## src/hw/rtl/dsu_pkg.sv

```systemverilog
// ----------------------------------------------------------------------------
// dsu_pkg
// Shared types and constants of the disjoint-set union engine.
// ----------------------------------------------------------------------------
`default_nettype none

package dsu_pkg;

    localparam int unsigned IDX_W  = 10;
    localparam int unsigned CNT_W  = 11;
    localparam int unsigned EDGE_W = 32;
    localparam logic [EDGE_W-1:0] EDGE_MAX = '1;

    localparam logic OP_QUERY = 1'b0;
    localparam logic OP_UNITE = 1'b1;

    typedef enum logic [4:0] {
        ST_IDLE,
        ST_CLEAR,
        ST_CHECK,
        ST_FA_RD,
        ST_FA_WAIT,
        ST_FA_TEST,
        ST_CA_RD,
        ST_CA_WAIT,
        ST_CA_WR,
        ST_FB_RD,
        ST_FB_WAIT,
        ST_FB_TEST,
        ST_CB_RD,
        ST_CB_WAIT,
        ST_CB_WR,
        ST_RA_RD,
        ST_RA_WAIT,
        ST_RB_WAIT,
        ST_MERGE,
        ST_RES_RD,
        ST_RES_WAIT,
        ST_OUT
    } state_t;

    // Datapath commands from the controller.
    typedef struct packed {
        logic cfg_load;
        logic clr_start;
        logic clr_step;
        logic item_load;
        logic cur_from_a;
        logic cur_from_b;
        logic cur_from_comp;
        logic rd_parent_cur;
        logic follow_link;
        logic save_root_a;
        logic save_root_b;
        logic wr_compress;
        logic rd_root_a;
        logic rd_root_b;
        logic cap_root_a;
        logic cap_root_b;
        logic do_merge;
        logic rd_result;
        logic cap_result;
        logic set_bad;
    } dp_cmd_t;

    // Datapath status back to the controller.
    typedef struct packed {
        logic clr_done;
        logic bad;
        logic at_root;
        logic comp_done;
        logic is_unite;
    } dp_sts_t;

endpackage : dsu_pkg

`default_nettype wire

```

## src/hw/rtl/dsu_ctrl.sv

```systemverilog
// ----------------------------------------------------------------------------
// dsu_ctrl
// Sequencer for clear, root searches with path compression and merge.
// ----------------------------------------------------------------------------
`default_nettype none

module dsu_ctrl (
    input  wire logic              aclk,
    input  wire logic              aresetn,
    input  wire logic              s_tvalid,
    output logic                   s_tready,
    input  wire logic              cfg_valid,
    output logic                   cfg_ready,
    output logic                   m_tvalid,
    input  wire logic              m_tready,
    output dsu_pkg::dp_cmd_t       cmd,
    input  wire dsu_pkg::dp_sts_t  sts
);

    dsu_pkg::state_t state_reg, state_next;
    logic            out_valid_reg, out_valid_next;

    assign m_tvalid  = out_valid_reg;
    assign cfg_ready = (state_reg == dsu_pkg::ST_IDLE) && !out_valid_reg;
    assign s_tready  = (state_reg == dsu_pkg::ST_IDLE) && !cfg_valid;

    always_ff @(posedge aclk) begin
        if (!aresetn) begin
            state_reg     <= dsu_pkg::ST_CLEAR;
            out_valid_reg <= 1'b0;
        end else begin
            state_reg     <= state_next;
            out_valid_reg <= out_valid_next;
        end
    end

    always_comb begin
        state_next     = state_reg;
        out_valid_next = out_valid_reg && !m_tready;
        cmd            = '0;
        case (state_reg)
            dsu_pkg::ST_IDLE: begin
                if (cfg_valid && cfg_ready) begin
                    cmd.cfg_load  = 1'b1;
                    cmd.clr_start = 1'b1;
                    state_next    = dsu_pkg::ST_CLEAR;
                end else if (s_tvalid && s_tready) begin
                    cmd.item_load = 1'b1;
                    state_next    = dsu_pkg::ST_CHECK;
                end
            end
            dsu_pkg::ST_CLEAR: begin
                cmd.clr_step = 1'b1;
                if (sts.clr_done) begin
                    state_next = dsu_pkg::ST_IDLE;
                end
            end
            dsu_pkg::ST_CHECK: begin
                if (sts.bad) begin
                    if (!out_valid_reg || m_tready) begin
                        cmd.set_bad    = 1'b1;
                        out_valid_next = 1'b1;
                        state_next     = dsu_pkg::ST_IDLE;
                    end
                end else begin
                    cmd.cur_from_a = 1'b1;
                    state_next     = dsu_pkg::ST_FA_RD;
                end
            end
            dsu_pkg::ST_FA_RD:   state_next = dsu_pkg::ST_FA_WAIT;
            dsu_pkg::ST_FA_WAIT: state_next = dsu_pkg::ST_FA_TEST;
            dsu_pkg::ST_FA_TEST: begin
                if (sts.at_root) begin
                    cmd.save_root_a = 1'b1;
                    cmd.cur_from_a  = 1'b1;
                    state_next      = dsu_pkg::ST_CA_RD;
                end else begin
                    cmd.follow_link = 1'b1;
                    state_next      = dsu_pkg::ST_FA_RD;
                end
            end
            dsu_pkg::ST_CA_RD: begin
                if (sts.comp_done) begin
                    cmd.cur_from_b = 1'b1;
                    state_next     = dsu_pkg::ST_FB_RD;
                end else begin
                    state_next = dsu_pkg::ST_CA_WAIT;
                end
            end
            dsu_pkg::ST_CA_WAIT: state_next = dsu_pkg::ST_CA_WR;
            dsu_pkg::ST_CA_WR: begin
                cmd.cur_from_comp = 1'b1;
                cmd.wr_compress   = 1'b1;
                state_next        = dsu_pkg::ST_CA_RD;
            end
            dsu_pkg::ST_FB_RD:   state_next = dsu_pkg::ST_FB_WAIT;
            dsu_pkg::ST_FB_WAIT: state_next = dsu_pkg::ST_FB_TEST;
            dsu_pkg::ST_FB_TEST: begin
                if (sts.at_root) begin
                    cmd.save_root_b = 1'b1;
                    cmd.cur_from_b  = 1'b1;
                    state_next      = dsu_pkg::ST_CB_RD;
                end else begin
                    cmd.follow_link = 1'b1;
                    state_next      = dsu_pkg::ST_FB_RD;
                end
            end
            dsu_pkg::ST_CB_RD: begin
                if (sts.comp_done) begin
                    state_next = dsu_pkg::ST_RA_RD;
                end else begin
                    state_next = dsu_pkg::ST_CB_WAIT;
                end
            end
            dsu_pkg::ST_CB_WAIT: state_next = dsu_pkg::ST_CB_WR;
            dsu_pkg::ST_CB_WR: begin
                cmd.cur_from_comp = 1'b1;
                cmd.wr_compress   = 1'b1;
                state_next        = dsu_pkg::ST_CB_RD;
            end
            dsu_pkg::ST_RA_RD: begin
                cmd.rd_root_a = 1'b1;
                state_next    = dsu_pkg::ST_RA_WAIT;
            end
            dsu_pkg::ST_RA_WAIT: begin
                cmd.cap_root_a = 1'b1;
                cmd.rd_root_b  = 1'b1;
                state_next     = dsu_pkg::ST_RB_WAIT;
            end
            dsu_pkg::ST_RB_WAIT: begin
                cmd.cap_root_b = 1'b1;
                state_next     = dsu_pkg::ST_MERGE;
            end
            dsu_pkg::ST_MERGE: begin
                cmd.do_merge = 1'b1;
                state_next   = dsu_pkg::ST_RES_RD;
            end
            dsu_pkg::ST_RES_RD: begin
                cmd.rd_result = 1'b1;
                state_next    = dsu_pkg::ST_RES_WAIT;
            end
            dsu_pkg::ST_RES_WAIT: begin
                cmd.rd_result = 1'b1;
                state_next    = dsu_pkg::ST_OUT;
            end
            dsu_pkg::ST_OUT: begin
                cmd.rd_result = 1'b1;
                if (!out_valid_reg || m_tready) begin
                    cmd.cap_result = 1'b1;
                    out_valid_next = 1'b1;
                    state_next     = dsu_pkg::ST_IDLE;
                end
            end
            default: state_next = dsu_pkg::ST_IDLE;
        endcase
    end

endmodule : dsu_ctrl

`default_nettype wire

```

## config.mk

```make
export PLATFORM = sky130hd
export DESIGN_NAME = dsu_ctrl
export DESIGN_NICKNAME = d
export VERILOG_FILES = /design/src/hw/rtl/dsu_pkg.sv /design/src/hw/rtl/dsu_ctrl.sv
export SDC_FILE = /design/constraint.sdc
export NUM_CORES = 1
export LEC_CHECK = 0
export BUFFER_PORTS_ARGS = -buffer_cell sky130_fd_sc_hd__buf_2
export CAP_MARGIN = 10
export CORE_MARGIN = 4
export CORE_UTILIZATION = 45
export CTS_CLUSTER_SIZE = 12
export DETAILED_ROUTE_END_ITERATION = 16
export PLACE_DENSITY = 0.74
export SYNTH_ARGS = -nofsm -noshare
export SYNTH_HDL_FRONTEND = slang
export SYNTH_SLANG_ARGS = --single-unit
```

## constraint.sdc

```tcl
create_clock -name aclk -period 4.24 [get_ports aclk]
set_input_delay 0.848 -clock aclk [delete_from_list [all_inputs] [get_ports aclk]]
set_output_delay 0.848 -clock aclk [all_outputs]
set_load 0.1 [all_outputs]
```

==> results of run 1 <==
metal layers:
layer	up-vias	part of all wire (%)	global-route usage (%)
met5	-	0	0
met4	0	1.2	8.97
met3	3	10	6.13
met2	48	44	24.8
met1	378	45	25.9
li1	429	-	-
power by group:
group	switching [mW]	leakage (nW)	internal (mW)
clock	0.0263	0.0138	0.0324
combinational	0.0658	0.343	0.0170
sequential	0.00769	0.0486	0.0581
worst max-delay path by stage:
stage                         startpoint       to  slack [ns]  depth (start not counted)
2_1_floorplan                     sts[2]  cmd[15]       -0.23                          3
3_3_place_gp                      sts[2]  cmd[15]        1.41                          5
3_5_place_dp                      sts[2]  cmd[15]        1.41                          5
4_1_cts        state_reg[4]$_SDFFE_PN0P_   cmd[1]        1.16                          4
5_1_grt        state_reg[3]$_SDFFE_PN0P_  cmd[19]        0.93                          4
6_report       state_reg[1]$_SDFFE_PN0P_   cmd[2]        1.14                          4
final cells by class:
type,count,area share (%)
clock buffer,3,2.56
inverter,6,2.56
multi-input combinational,84,61.8
sequential,6,13.7
tap,16,2.28
timing repair buffer,30,17.1
tightest hold or removal path, cell delays in order (launching register included):
cell                       delay, ns
sky130_fd_sc_hd__dfxtp_1        0.34
sky130_fd_sc_hd__nand2b_1       0.13
sky130_fd_sc_hd__a31oi_1        0.09
cell usage in the layout, fill, tap and decap left out, drive strengths merged, types with 2 or more instances in the layout:
master,Yosys,layout
a211oi,2,2
a21oi,9,9
a221oi,2,2
buf,13,30
clkbuf,1,3
dfxtp,6,6
inv,6,6
mux2i,2,2
nand2,4,4
nand2b,10,10
nand3,2,2
nand3b,2,2
nor2,15,15
nor2b,4,4
nor3,4,4
nor4,4,4
o211ai,3,3
o21a,2,2
o21ai,3,3
kinds of logic after synthesis:
kind of cell,synth area share (%)
compound gates,28.9
buf+inv,14.1
flops,16.3
mux,2.72
other cells,0.509
simple gates,37.5
==> reports/metrics.yaml, run 1 <==
run:
  maxCapViolations: 0
sta:
  worst-slew-pin-transition_ns: 0.672
  timing_hold_violations_final: 0
  worst_clock_skew_ns: 0.00224
  setup_slack_ns: 1.14
  hold_slack_ns: 0.607
  timing.fmax_ghz: 0.323
  period_share_pct: 73.1
  number_of_setup_violations_in_the_final_report: 0
  period_needed_ns: 3.10
  setup_tns_ns: 0
  slew_viol_final: 0
  timing.max_slew.rel_slack_pct: 55.1
  rsz0062_at_grt: "no"
setup_path:
  worst-endpoint-required_ns: 3.39
  r2r.worst_path.cells: 4
  path_delay_family: "flip-flops"
  end_kind: "output port"
  ff2ff_setup_slack_ns: 2.26
  path_buf_inv: 1
  critPathSlowestCell: "sky130_fd_sc_hd__dfxtp_1"
  critical-path-max-stage-delay_ns: 0.73
  type_of_element_launching_the_critical_path: "register"
  worst-setup-path-type: "register to output port"
  critical_path.reg2reg.startpoint: "state_reg[2]$_SDFFE_PN0P_"
  worst_r2r_endpoint: "state_reg[0]$_SDFFE_PN1P_"
  arrival_time_at_the_worst_endpoint_ns: 2.25
  worstPathMaxFanout: 20
  crit_chain: "nor2b_1 > nand2_1 > a21oi_1 > buf_2"
route:
  antenna_left: 0
  detail_route.wirelength_mm: 2.04
  routed_via_density: 5.92
  num_vias: 858
  routed_wire_length_per_instance_um: 14.1
  firstDrtPassIters: 4
  remaining_drc_errors: 0
  drt_first_iter_violations: 36
yosys:
  yosys_most_used_dff: "sky130_fd_sc_hd__dfxtp_1"
  synth_sequential_area_ratio_pct: 16.3
  netlist_area_um2: 737
  yosys_register_bits: 6
  synthDominantAreaCellType: "sky130_fd_sc_hd__dfxtp_1"
  synth_commonest_cells: "sky130_fd_sc_hd__nor2_1 (15), sky130_fd_sc_hd__nand2b_1 (10), sky130_fd_sc_hd__a21oi_1 (9)"
  ys.warnings.count: 0
  synth.distinct_cells: 36
  post-synth-top-count-cell: "sky130_fd_sc_hd__nor2_1"
  ffs_w_async_s_r_synth_pct: 0
  netlist_top_cells_area: "sky130_fd_sc_hd__dfxtp_1 (16%), sky130_fd_sc_hd__nand2b_1 (8.5%), sky130_fd_sc_hd__nor2_1 (7.6%)"
  synth.avg_cell_area_um2: 6.70
  synth_cells: 110
  synth_top_area_share_pct: 16.3
  synth_nets: 120
  post_synth_edffs: 0
cts:
  max-clock-path-buffers: 2
  post_cts_hold_buffer_count: 0
  clk-insertion-delay-late_ns: 0.26
  cts_repair_resize_count: 0
  clock_tree.htree_level_count: 1
  total_cts_buffers: 3
  post-cts-setup-buffers: 0
  clk_pin_slew_ns: 0.05
  clock_sinks: 6
  clock_tree_from_tritoncts: "yes"
  cts.root.buffer_cell: "sky130_fd_sc_hd__clkbuf_4"
final_layout:
  design_area_um2: 878
  nNetsFinal: 141
  layout-area-overhead-vs-synth_pct: 19.2
  final_core_util_pct: 57.6
  fin_cells: 145
  post_route_cells_drive_above_1_share_pct: 29.5
  multi_input_comb_area_um2: 543
  largest_register_ff_count: 5
  seqCellArea_um2: 120
  antennaDiodeCount: 0
  fill_cells: 149
hold_path:
  hold_end: "m_tvalid$_SDFF_PN0_"
  hold_path_depth: 2
  hold_path_class: "register to register"
  hold_path_startpoint: "m_tvalid$_SDFF_PN0_"
power_and_ir_drop:
  finalPower_mw: 0.207
  worst_ir_drop_vdd_v: 0.000156
  power.static_leakage_nw: 0.406
  pwr_density_cell_nw_per_um2: 236
global_routing:
  globalRouteTotalUtil_pct: 18.5
  grt_pass1_vias: 772
  global_route_wire_length_before_repair_mm: 3.62
  grt.overflow.total: 0
  antenna_found_initial: 0
  grt_start_max_net_pins: 22
placed_design:
  post_dp_cell_area_um2: 856
  dp_worst_setup_slack_ns: 1.41
  io_buffers: 30
  placedCellCount: 142
  half_perimeter_wire_length_of_the_detailed_placement_result_mm: 1.48
  globalplace.congestion: 0.794
die:
  die_outline_area_um2: 2350
  die-height_um: 48.5
  floorplan.die.width_um: 48.5
  count_of_boundary_i_o_pins: 33
  start_util_pct: 48.4
  core_area_um2: 1520
  placement_rows: 14
status:
  status: "completed"
(Power assumes the default switching activity.)
==> inputs of run 2 (changes only) <==
clock period = 3 ns   (was 4.24 ns; I/O delays follow)
==> run 2 against run 1 <==
Net effect: clock-buffer cell count is the same; highest routed layer is now met3; sequential power grew 37%; largest cell class unchanged; hold slack lost 0.015 ns; final cell count grew 4.8%; final area grew 12%; die area is the same; utilization grew 6.7 points; total power grew 42%; first-iteration DRC count shrank 28%; clock power grew 24%; critical path type unchanged.
==> reports/metrics.yaml, run 2 (same netlist as run 1, synthesis figures left out) <==
run:
  maxCapViolations: 0
route:
  drt_first_iter_violations: 26
  routed_via_density: 5.89
  num_vias: 896
  routed_wire_length_per_instance_um: 14.1
  firstDrtPassIters: 4
  detail_route.wirelength_mm: 2.15
  remaining_drc_errors: 0
  antenna_left: 0
setup_path:
  critPathSlowestCell: "sky130_fd_sc_hd__dfxtp_1"
  worst-setup-path-type: "register to output port"
  crit_chain: "nor2b_1 > nand3_1 > nor2_1 > buf_2"
  arrival_time_at_the_worst_endpoint_ns: 2.08
  worstPathMaxFanout: 14
  critical-path-max-stage-delay_ns: 0.57
  type_of_element_launching_the_critical_path: "register"
  path_buf_inv: 1
  end_kind: "output port"
  worst-endpoint-required_ns: 2.40
  path_delay_family: "simple AND/OR/NAND/NOR gates"
sta:
  period_needed_ns: 2.68
  timing_hold_violations_final: 0
  worst-slew-pin-transition_ns: 0.515
  slew_viol_final: 0
  number_of_setup_violations_in_the_final_report: 0
  timing.fmax_ghz: 0.373
  timing.max_slew.rel_slack_pct: 65.6
  period_share_pct: 89.4
  hold_slack_ns: 0.592
  worst_clock_skew_ns: 0.00598
  rsz0062_at_grt: "no"
die:
  die_outline_area_um2: 2350
  core_area_um2: 1520
  floorplan.die.width_um: 48.5
  start_util_pct: 48.4
  die-height_um: 48.5
  placement_rows: 14
  count_of_boundary_i_o_pins: 33
power_and_ir_drop:
  share_clk_of_total_power_pct: 24.9
  power_frac_comb_pct: 44.6
  seqPwrFrac_pct: 30.5
  power.static_leakage_nw: 0.456
  power_switching_share_pct: 46.6
  pwr_density_cell_nw_per_um2: 300
  power.switching_mw: 0.137
  worst_ir_drop_vdd_v: 0.000378
  pint_mw: 0.157
cts:
  clock_tree.htree_level_count: 1
  clock_sinks: 6
  clock_tree_from_tritoncts: "yes"
  clk_pin_slew_ns: 0.05
  total_cts_buffers: 3
  max-clock-path-buffers: 2
  post_cts_hold_buffer_count: 0
  post-cts-setup-buffers: 0
  cts_repair_resize_count: 0
  cts.root.buffer_cell: "sky130_fd_sc_hd__clkbuf_4"
  clk-insertion-delay-late_ns: 0.24
status:
  status: "completed"
final_layout:
  largest_register_ff_count: 5
  highest_count_cells_in_the_layout_ignoring_fill_and_taps: "sky130_fd_sc_hd__buf_2 (30), sky130_fd_sc_hd__nor2_1 (14), sky130_fd_sc_hd__nand2b_1 (10)"
  mostFrequentLayoutCell: "sky130_fd_sc_hd__buf_2"
  final_core_util_pct: 64.3
  fin_cells: 152
  post_route_cells_drive_above_1_share_pct: 34.6
  antennaDiodeCount: 0
  nNetsFinal: 148
  layout-area-overhead-vs-synth_pct: 32.9
placed_design:
  globalplace.congestion: 0.820
  placedCellCount: 149
  half_perimeter_wire_length_of_the_detailed_placement_result_mm: 1.68
  io_buffers: 30
global_routing:
  grt_start_max_net_pins: 15
  antenna_found_initial: 0
  globalRouteTotalUtil_pct: 17.9
  grt_pass1_vias: 811
  grt.overflow.total: 0
  global_route_wire_length_before_repair_mm: 3.51
hold_path:
  hold_path_class: "input pin to register"
-- run 2: cell type report --
class / count / area (µm²)
Timing Repair Buffer: 37 / 203
Sequential cell: 6 / 120
Multi-Input combinational cell: 84 / 592
Tap cell: 16 / 20.0
Fill cell: 143 / 544
Clock buffer: 3 / 22.5
Inverter: 6 / 22.5
-- run 2: path summary, 6_finish.rpt --
kind	to	cells after the start	startpoint	slack, ns
max	cmd[0]	4	state_reg[1]$_SDFFE_PN0P_	0.32
max reg2reg	state_reg[0]$_SDFFE_PN1P_	5	state_reg[2]$_SDFFE_PN0P_	1.13
min reg2reg	m_tvalid$_SDFF_PN0_	2	m_tvalid$_SDFF_PN0_	0.61
min	state_reg[4]$_SDFFE_PN0P_	2	aresetn	0.59
-- run 2: power groups by stage --
stage                     Sequential, mW  Combinational [mW]  Clock, mW
final                             0.0897               0.131     0.0730
after detailed placement          0.0908               0.131          0
after CTS                         0.0893               0.131     0.0778
after global routing              0.0901               0.138     0.0858
after floorplan                   0.0844               0.113          0
after global placement            0.0910               0.129          0
-- run 2: through the flow --
stage | total power, mW | TNS [ns] | instance area [µm²] | worst slack, ns
finish | 0.294 | 0 | 980 | 0.318
global route | 0.314 | 0 | 980 | 0.186
CTS | 0.298 | 0 | 980 | 0.340
detailed placement | 0.222 | 0 | 957 | 0.623
global placement | 0.220 | 0 | 957 | 0.629
floorplan | 0.198 | -0.712 | 816 | -0.410
-- run 2: metal layers --
layer	up-vias	track usage, %	part of all wire, %
met5	-	0	0
met4	0	1.35	0
met3	0	4.60	5.6
met2	20	31.7	51
met1	425	22.5	44
li1	451	-	-
==> inputs of run 3 (changes only) <==
CELL_PAD_IN_SITES_DETAIL_PLACEMENT = 1   (was unset)
CELL_PAD_IN_SITES_GLOBAL_PLACEMENT = 1   (was unset)
CORE_UTILIZATION = 31   (was 45)
PLACE_DENSITY = 0.75   (was 0.74)
==> run 3 against run 2 <==
Net effect: clock-buffer cell count did not move; clock skew up 0.0039 ns; global-route usage decreased by 0.54 points; critical path depth is the same; largest power group unchanged; highest routed layer is now met4.
==> reports/metrics.yaml, run 3 (same netlist as run 1, synthesis figures left out) <==
die:
  die_outline_area_um2: 3220
  count_of_boundary_i_o_pins: 33
  core_area_um2: 2230
  floorplan.die.width_um: 56.8
  start_util_pct: 33.0
  placement_rows: 17
  die-height_um: 56.8
route:
  routed_wire_length_per_instance_um: 16.6
  remaining_drc_errors: 0
  num_vias: 907
  detail_route.wirelength_mm: 2.72
  antenna_left: 0
  firstDrtPassIters: 4
  routed_via_density: 5.53
  drt_first_iter_violations: 8
cts:
  max-clock-path-buffers: 2
  clock_tree.htree_level_count: 1
  post-cts-setup-buffers: 0
  clock_sinks: 6
  clk-insertion-delay-late_ns: 0.25
  cts.root.buffer_cell: "sky130_fd_sc_hd__clkbuf_4"
  post_cts_hold_buffer_count: 0
  clock_tree_from_tritoncts: "yes"
  clk_pin_slew_ns: 0.04
  cts_repair_resize_count: 0
  total_cts_buffers: 3
status:
  status: "completed"
setup_path:
  worstPathMaxFanout: 13
  crit_chain: "nor3_1 > nand2_1 > nor2_2 > buf_2"
  arrival_time_at_the_worst_endpoint_ns: 2.24
  worst-setup-path-type: "register to output port"
  worst-endpoint-required_ns: 2.40
  crit_cells: 4
  r2r.worst_path.cells: 4
  ff2ff_setup_slack_ns: 1.14
  type_of_element_launching_the_critical_path: "register"
  critical_path.reg2reg.startpoint: "state_reg[1]$_SDFFE_PN0P_"
  startpoint: "state_reg[3]$_SDFFE_PN0P_"
  end_kind: "output port"
  path_buf_inv: 1
  worst_r2r_endpoint: "state_reg[0]$_SDFFE_PN1P_"
  critPathSlowestCell: "sky130_fd_sc_hd__nor3_1"
  path_delay_family: "simple AND/OR/NAND/NOR gates"
  timing.critical_path.to: "cmd[19]"
  critical-path-max-stage-delay_ns: 0.63
global_routing:
  grt_start_max_net_pins: 14
  grt.overflow.total: 0
  antenna_found_initial: 0
  globalRouteTotalUtil_pct: 17.4
  grt_pass1_vias: 944
  global_route_wire_length_before_repair_mm: 4.53
final_layout:
  mostFrequentLayoutCell: "sky130_fd_sc_hd__buf_2"
  post_route_cells_drive_above_1_share_pct: 34.6
  fill_cells: 316
  antennaDiodeCount: 0
  highest_count_cells_in_the_layout_ignoring_fill_and_taps: "sky130_fd_sc_hd__buf_2 (30), sky130_fd_sc_hd__nor2_1 (14), sky130_fd_sc_hd__nand2b_1 (10)"
  nNetsFinal: 148
  layout-area-overhead-vs-synth_pct: 35.0
  fin_cells: 164
  largest_register_ff_count: 5
sta:
  worst_clock_skew_ns: 0.00985
  period_needed_ns: 2.84
  slew_viol_final: 0
  rsz0062_at_grt: "no"
  timing_hold_violations_final: 0
  number_of_setup_violations_in_the_final_report: 0
  period_share_pct: 94.8
  timing.max_slew.rel_slack_pct: 54.9
  worst-slew-pin-transition_ns: 0.671
  timing.fmax_ghz: 0.352
power_and_ir_drop:
  pwr_density_cell_nw_per_um2: 300
  finalPower_mw: 0.298
  power.static_leakage_nw: 0.455
  worst_ir_drop_vdd_v: 0.000206
placed_design:
  half_perimeter_wire_length_of_the_detailed_placement_result_mm: 2.09
  globalplace.congestion: 0.828
  io_buffers: 30
  placedCellCount: 161
run:
  maxCapViolations: 0
hold_path:
  hold_path_class: "input pin to register"
## run 3: cell counts in the layout (fill, tap and decap cells not counted)
Identical to the previous run, type by type.
## run 3: where the power goes
part	total, mW	leakage [nW]	internal, mW	switching, mW
sequential	0.0885	0.0486	0.0823	0.00620
clock	0.0761	0.0138	0.0453	0.0307
combinational	0.133	0.392	0.0279	0.105
## run 3: per-stage QoR
| step | setup slack [ns] | hold slack (ns) | area [µm²] | TNS (ns) | util (%) |
|---|---|---|---|---|---|
| 2_1_floorplan | -0.410 | 0.613 | 816 | -0.712 | - |
| 4_1_cts | 0.170 | 0.600 | 995 | 0 | 44.5 |
| 3_5_place_dp | 0.448 | 0.595 | 972 | 0 | 43.5 |
| 3_3_place_gp | 0.534 | 0.605 | 972 | 0 | 43.5 |
| 6_report | 0.156 | 0.598 | 995 | 0 | 44.5 |
| 5_1_grt | 0.0363 | 0.613 | 995 | 0 | 44.5 |
## run 3: worst min path at each step
stage | from | end | slack (ns) | depth (start not counted)
after floorplan | state_reg[3]$_SDFFE_PN0P_ | m_tvalid$_SDFF_PN0_ | 0.61 | 3
after global placement | m_tvalid$_SDFF_PN0_ | m_tvalid$_SDFF_PN0_ | 0.60 | 2
after detailed placement | m_tvalid$_SDFF_PN0_ | m_tvalid$_SDFF_PN0_ | 0.59 | 2
after CTS | aresetn | state_reg[4]$_SDFFE_PN0P_ | 0.60 | 2
after global routing | aresetn | state_reg[4]$_SDFFE_PN0P_ | 0.61 | 2
final | aresetn | state_reg[4]$_SDFFE_PN0P_ | 0.60 | 2
## run 3: final cells by class
| cell class | instances | area, µm² | area share, % |
|---|---|---|---|
| Timing Repair Buffer | 37 | 203 | 20.4 |
| Multi-Input combinational cell | 84 | 592 | 59.5 |
| Sequential cell | 6 | 120 | 12.1 |
| Inverter | 6 | 22.5 | 2.26 |
| Tap cell | 28 | 35.0 | 3.52 |
| Clock buffer | 3 | 22.5 | 2.26 |
## run 3: worst register-to-register path: cells and delay by family (launching register included)
family / cells / cell delay [ns]
simple gates: 2 / 0.70
compound gates: 2 / 0.52
flops: 1 / 0.60
## run 3: layer usage
metal	vias to the layer above	GRT usage (%)	part of all wire, %
li1	448	-	-
met1	434	23.5	47
met2	20	28.1	48
met3	5	2.76	3.8
met4	0	5.30	1.1
met5	-	0	0
